### config.mk
export PLATFORM = sky130hd
export DESIGN_NAME = hws_mac
export DESIGN_NICKNAME = d
export VERILOG_FILES = /design/src/rtl/hamming_windowed_stft_macros.svh /design/src/rtl/hws_pkg.sv /design/src/rtl/hws_mac.sv
export SDC_FILE = /design/constraint.sdc
export NUM_CORES = 2
export LEC_CHECK = 0
export BUFFER_PORTS_ARGS = -buffer_cell sky130_fd_sc_hd__buf_2
export CORE_ASPECT_RATIO = 1.75
export CORE_UTILIZATION = 35
export DETAILED_ROUTE_END_ITERATION = 12
export PLACE_DENSITY = 0.6
export SYNTH_ARGS = -nofsm -noshare
export SYNTH_HDL_FRONTEND = slang
export SYNTH_SLANG_ARGS = --single-unit
export TNS_END_PERCENT = 50
### constraint.sdc
create_clock -name i_clk -period 7.7 [get_ports i_clk]
set_input_delay 1.155 -clock i_clk [delete_from_list [all_inputs] [get_ports i_clk]]
set_output_delay 1.155 -clock i_clk [all_outputs]
set_load 0.1 [all_outputs]
### src/rtl/hamming_windowed_stft_macros.svh
// Assertion macros for the STFT RTL.
// No dependencies; pulled in by the top level with an include.
`ifndef HAMMING_WINDOWED_STFT_MACROS_SVH
`define HAMMING_WINDOWED_STFT_MACROS_SVH

// Check that a condition holds at every clock edge outside reset.
`define HWS_ASSERT_ALWAYS(lbl, clk, rst_n, expr, msg) \
    lbl: assert property (@(posedge clk) disable iff (!rst_n) (expr)) else $error(msg);

// Check that an antecedent is followed in the next cycle by a consequent.
`define HWS_ASSERT_NEXT(lbl, clk, rst_n, ante, cons, msg) \
    lbl: assert property (@(posedge clk) disable iff (!rst_n) (ante) |=> (cons)) else $error(msg);

`endif

### src/rtl/hws_pkg.sv
// Package for the Hamming-windowed STFT: constants, types and the
// elaboration-time functions that build the window and twiddle tables.
package hws_pkg;

    localparam int FRAME_SIZE_DEF = 64;
    localparam int HOP_W          = 7;
    localparam int SAMPLE_W       = 16;
    localparam int BIN_W          = 6;
    localparam int OUT_W          = 22;
    localparam logic [HOP_W-1:0] HOP_RESET = 7'd16;

    typedef enum logic [1:0] {
        S_IDLE,
        S_MAC,
        S_OUT
    } t_state;

    // Control handed from the sequencer to the MAC datapath.
    typedef struct packed {
        logic vld;   // a sample word with its indexes enters the datapath
        logic clr;   // clear the accumulators for a new bin
    } t_mac_ctl;

    // Status returned by the datapath.
    typedef struct packed {
        logic busy;  // products still in flight
    } t_mac_sts;

    // Fraction p/q of a turn as unsigned Q0.32, by long division.
    function automatic logic [31:0] hws_phase(input int unsigned p, input int unsigned q);
        logic [63:0] num;
        logic [63:0] quo;
        logic [64:0] rem;
        int unsigned pp;
        pp  = p;
        if (pp >= q) begin
            pp = pp - q;
        end
        num = {32'(pp), 32'd0};
        quo = '0;
        rem = '0;
        for (int i = 63; i >= 0; i--) begin
            rem = {rem[63:0], num[i]};
            if (rem >= 65'(q)) begin
                rem    = rem - 65'(q);
                quo[i] = 1'b1;
            end
        end
        return quo[31:0];
    endfunction

    // Integer cosine of a phase in Q0.32 turns, result in Q15.
    function automatic logic signed [15:0] hws_cosq(input logic [31:0] t);
        logic [31:0] u;
        logic        neg;
        logic [63:0] x, x2, a, prod, c, q;
        u   = t;
        neg = 1'b0;
        if (u >= 32'h8000_0000) begin
            u = 32'd0 - u;
        end
        if (u > 32'h4000_0000) begin
            neg = 1'b1;
            u   = 32'h8000_0000 - u;
        end
        x    = (64'(u) * 64'd6746518852) >> 32;
        x2   = (x * x) >> 30;
        a    = (64'd1 << 30) - x2 / 64'd90;
        a    = (64'd1 << 30) - ((x2 * a) >> 30) / 64'd56;
        a    = (64'd1 << 30) - ((x2 * a) >> 30) / 64'd30;
        a    = (64'd1 << 30) - ((x2 * a) >> 30) / 64'd12;
        prod = ((x2 * a) >> 30) / 64'd2;
        c    = (prod >= (64'd1 << 30)) ? 64'd0 : (64'd1 << 30) - prod;
        q    = (c + 64'd16384) >> 15;
        if (q > 64'd32767) begin
            q = 64'd32767;
        end
        return neg ? -$signed(16'(q)) : $signed(16'(q));
    endfunction

    // Hamming window tap n of an N-point frame, Q1.15.
    function automatic logic signed [15:0] hws_window(input int unsigned n, input int unsigned len);
        logic signed [63:0] c;
        logic signed [63:0] w;
        c = 64'(hws_cosq(hws_phase(n, len - 1)));
        w = (64'sd579820585 - 64'sd15073 * c + 64'sd16384) >>> 15;
        if (w > 64'sd32767) begin
            w = 64'sd32767;
        end
        return 16'(w);
    endfunction

    function automatic logic signed [15:0] hws_cos(input int unsigned m, input int unsigned len);
        return hws_cosq(hws_phase(m, len));
    endfunction

    function automatic logic signed [15:0] hws_sin(input int unsigned m, input int unsigned len);
        return hws_cosq(hws_phase(m, len) - 32'h4000_0000);
    endfunction

endpackage

### src/rtl/hws_mac.sv
// Window, twiddle and accumulate datapath of the STFT.
// Depends on hws_pkg for the table functions and control structs.
module hws_mac import hws_pkg::*; #(
    parameter int P_FRAME_SIZE = FRAME_SIZE_DEF,
    localparam int AW = $clog2(P_FRAME_SIZE)
) (
    input  logic                        i_clk,
    input  logic                        i_rst_n,
    input  t_mac_ctl                    i_ctl,
    input  logic signed [SAMPLE_W-1:0]  i_sample,
    input  logic [AW-1:0]               i_n,
    input  logic [AW-1:0]               i_m,
    output t_mac_sts                    o_sts,
    output logic signed [OUT_W-1:0]     o_re,
    output logic signed [OUT_W-1:0]     o_im
);

    localparam int XW_W  = 32;
    localparam int PR_W  = 48;
    localparam int ACC_W = PR_W + AW;
    localparam int SH_W  = ACC_W + 1 - 30;

    logic signed [15:0] w_rom [P_FRAME_SIZE];
    logic signed [15:0] c_rom [P_FRAME_SIZE];
    logic signed [15:0] s_rom [P_FRAME_SIZE];

    for (genvar g = 0; g < P_FRAME_SIZE; g++) begin : g_rom
        localparam logic signed [15:0] W = hws_window(g, P_FRAME_SIZE);
        localparam logic signed [15:0] C = hws_cos(g, P_FRAME_SIZE);
        localparam logic signed [15:0] S = hws_sin(g, P_FRAME_SIZE);
        assign w_rom[g] = W;
        assign c_rom[g] = C;
        assign s_rom[g] = S;
    end

    logic                     r_v2, r_v3;
    logic signed [XW_W-1:0]   r_xw;
    logic [AW-1:0]            r_m2;
    logic signed [PR_W-1:0]   r_pre, r_pim;
    logic signed [ACC_W-1:0]  r_acc_re, r_acc_im;

    always_ff @(posedge i_clk) begin
        if (!i_rst_n) begin
            r_v2 <= 1'b0;
            r_v3 <= 1'b0;
        end else begin
            r_v2 <= i_ctl.vld;
            r_v3 <= r_v2;
        end
    end

    // window, then twiddle, then accumulate; one register after each product
    always_ff @(posedge i_clk) begin
        r_xw  <= XW_W'(i_sample) * XW_W'(w_rom[i_n]);
        r_m2  <= i_m;
        r_pre <= PR_W'(r_xw) * PR_W'(c_rom[r_m2]);
        r_pim <= PR_W'(r_xw) * PR_W'(s_rom[r_m2]);
        if (i_ctl.clr) begin
            r_acc_re <= '0;
            r_acc_im <= '0;
        end else if (r_v3) begin
            r_acc_re <= r_acc_re + ACC_W'(r_pre);
            r_acc_im <= r_acc_im - ACC_W'(r_pim);
        end
    end

    // round half up, drop 30 fraction bits, saturate to the output width
    function automatic logic signed [OUT_W-1:0] rnd_sat(input logic signed [ACC_W-1:0] v);
        logic signed [ACC_W:0]  s;
        logic signed [SH_W-1:0] r;
        s = (ACC_W+1)'(v) + (ACC_W+1)'(64'sd1 << 29);
        r = SH_W'(s >>> 30);
        if (r > SH_W'((64'sd1 << (OUT_W-1)) - 1)) begin
            return {1'b0, {(OUT_W-1){1'b1}}};
        end else if (r < -SH_W'(64'sd1 << (OUT_W-1))) begin
            return {1'b1, {(OUT_W-1){1'b0}}};
        end
        return OUT_W'(r);
    endfunction

    assign o_re       = rnd_sat(r_acc_re);
    assign o_im       = rnd_sat(r_acc_im);
    assign o_sts.busy = r_v2 | r_v3;

endmodule
==> impl_metrics.json <==
{
  "status": "finished, violations left",
  "violations": "negative setup slack",
  "ys_ff_latch": 244,
  "slowest_stage": "fa_1",
  "worst_pin_slew_ns": 1.164,
  "start_util_pct": 35.22,
  "fmax_ghz": 0.1283,
  "finalSetupViolations": 6,
  "syn_avg_cell_area_um2": 8.545,
  "finalCriticalPeriod_ns": 7.792,
  "synth_cell_types": 83,
  "die_h_um": 556.4,
  "cts_made_buffers": 28,
  "ff2ff_setup_slack_ns": -0.09,
  "drt_pass1_iterations": 6,
  "final_area_um2": 72830,
  "synthArstFlopShare_pct": 0,
  "hold_end": "r_v3",
  "place_hpwl_um": 151300,
  "cts.sinks": 244,
  "r2r-start": "r_m2[0]",
  "remaining_drc_errors": 0,
  "io_buffers": 76,
  "cp.depth": 33,
  "crit_family": "adder cells",
  "syn2layout_area_growth_pct": 18.50,
  "critical_path_class": "reg -> reg",
  "crit_arrival_ns": 8.27,
  "skew_ns": 0.06051,
  "drv_cap": 0,
  "cts_max_level": 1,
  "ios": 77,
  "crit_top_cell": "fa_1",
  "antenna_found_initial": 10,
  "grt_pass1_wl_um": 291500,
  "whs_ns": 0.4617,
  "place_congestion": 0.9209,
  "postSynthCellCount": 7193,
  "ys_seq_area_share_pct": 7.947,
  "synth.most_common_cell": "inv_1",
  "insertion_delay_ns": 0.65,
  "hold_start": "r_v2",
  "pre_cts_ws_ns": -0.7303,
  "setup.worst_path.end_class": "flop",
  "cts_max_path_buffers": 3,
  "wl_per_cell_um": 18.13,
  "wl_um": 181500,
  "ys_warn_count": 0,
  "vias": 50076,
  "path_buf_inv": 10,
  "synth_area_leader_cell": "fa_1",
  "die_x_um": 318.8,
  "fin_nets": 9417,
  "drive_above_1_share_pct": 17.16,
  "dieArea_um2": 177400,
  "syn_area_um2": 61460,
  "hold_class": "reg -> reg",
  "rsz0062_at_grt": "yes",
  "start_kind": "flop",
  "reg2reg_depth": 33,
  "synth_commonest_cells": "1466 x inv_1, 1220 x fa_1, 896 x nand2_1, 463 x and2_1, 436 x ha_1",
  "grt_usage_pct": 20.67,
  "clockRootBuffer": "clkbuf_16",
  "grt_max_degree": 43,
  "netlist_top_cells_area": "fa_1 40%, inv_1 9.0%, ha_1 8.9%",
  "synth-edff-count": 0,
  "worstReg2RegEnd": "r_pim[46]",
  "cp-startpoint": "r_m2[0]",
  "rows": 203,
  "max_stage_delay_ns": 0.54,
  "drt_iter0_drc": 1912,
  "tritoncts": "yes",
  "placed_cell_area_um2": 69400,
  "coreArea_um2": 174500,
  "hold_viol": 0,
  "critical_path_peak_fanout": 9,
  "grt_overflow": 0,
  "synth_top_area_share_pct": 39.74,
  "slew_viol_final": 0,
  "layout_setup_ws_ns": -0.09162,
  "synth_ff_type": "dfxtp_1",
  "fin_crit_sh_pct": 101.2,
  "slew_headroom_pct": 22.27,
  "path_clk_slew_ns": 0.07,
  "holdPathStages": 1,
  "synth.net_count": 8881,
  "cp.required_ns": 8.18,
  "drt-vias-per-instance": 5.002,
  "grt_pass1_vias": 55469,
  "postRouteAntennaNets": 0
}
-- logic make-up (layout without fill, tap and decap cells) --
| kind of cell | count (synthesis) | count (layout) | synth area share [%] |
|---|---|---|---|
| compound gates | 970 | 970 | 9.926 |
| xor+xnor | 266 | 266 | 3.790 |
| fa+ha+maj | 1656 | 1656 | 48.61 |
| buf+inv | 1826 | 2380 | 11.17 |
| flops | 244 | 244 | 7.947 |
| mux | 83 | 85 | 1.871 |
| other cells | 0 | 7 | 0 |
| simple gates | 2148 | 2148 | 16.69 |
-- worst register-to-register path, delay by kind of cell (launching register included) --
| family | cells | cell delay [ns] |
|---|---|---|
| fa+ha+maj | 8 | 3.56 |
| compound gates | 8 | 1.36 |
| buf+inv | 10 | 1.16 |
| simple gates | 5 | 0.52 |
| mux | 1 | 0.51 |
| flops | 1 | 0.40 |
| xor+xnor | 1 | 0.14 |
-- layout by cell type, fill, tap and decap left out, types with 31 or more instances in the layout --
master	n
buf_4	688
buf_12	41
clkbuf_16	31
buf_2	76
o21ai_0	206
inv_1	1426
ha_1	394
buf_6	48
fa_2	49
a211oi_1	47
xor2_1	101
nor2_1	319
and2_1	447
inv_2	37
and3_1	36
nand3_1	78
nor2b_1	109
fa_1	1171
a21o_1	110
nand4_1	40
o21a_1	32
xnor2_1	159
a21oi_1	244
mux2i_1	51
a21oi_2	36
dfxtp_1	237
nand2_1	881
ha_4	39
nor3_1	36
nand2b_1	41
-- repair_timing --
item,CTS,global route
pin swaps,99,173
endpoints found under the setup margin,32,52
gates resized for setup,236,222
hold buffers,0,0
gates cloned,2,4
setup buffers,42,36
-- flip-flops by register name (all words and copies together) (netlist names) --
signal    flops
r_pre        48
r_acc_im     54
r_v2          1
r_xw         32
r_m2          6
r_v3          1
r_acc_re     54
r_pim        48
-- how the worst max path moves through the flow --
stage | end | slack (ns)
2_1_floorplan | r_xw[31] | -0.14
3_3_place_gp | r_xw[31] | -0.70
3_5_place_dp | r_pim[45] | -0.73
4_1_cts | r_pim[45] | -0.06
5_1_grt | r_pim[45] | -0.32
6_report | r_pim[46] | -0.09
-- metal layers --
metal  vias up  track usage, %  wire, um
li1      23172               -         -
met1     25419           20.86     63730
met2      1013           40.48     99160
met3       472           1.552      5282
met4         0           13.03     13300
met5         -               0         0
-- final cells by class --
class	count	area, um^2
Antenna cell	7	17.52
Clock inverter	14	172.7
Timing Repair Buffer	861	7057
Fill cell	17217	101700
Tap cell	2255	2821
Inverter	1469	5534
Clock buffer	36	790.8
Sequential cell	244	4901
Multi-Input combinational cell	5125	51540
-- per-stage QoR --
stage | setup TNS, ns | utilization, % | cells
after CTS | -0.2262 | 41.08 | 9974
after global routing | -5.591 | 41.74 | 10008
after global placement | -16.49 | 39.77 | 9887
after detailed placement | -18.12 | 39.77 | 9887
after floorplan | -0.1393 | - | 7193
final | -0.1980 | 41.74 | 10011
Power is left out: the tool's default activity adds up to more than one toggle a clock period on the data nets, which glitch-free logic cannot reach.
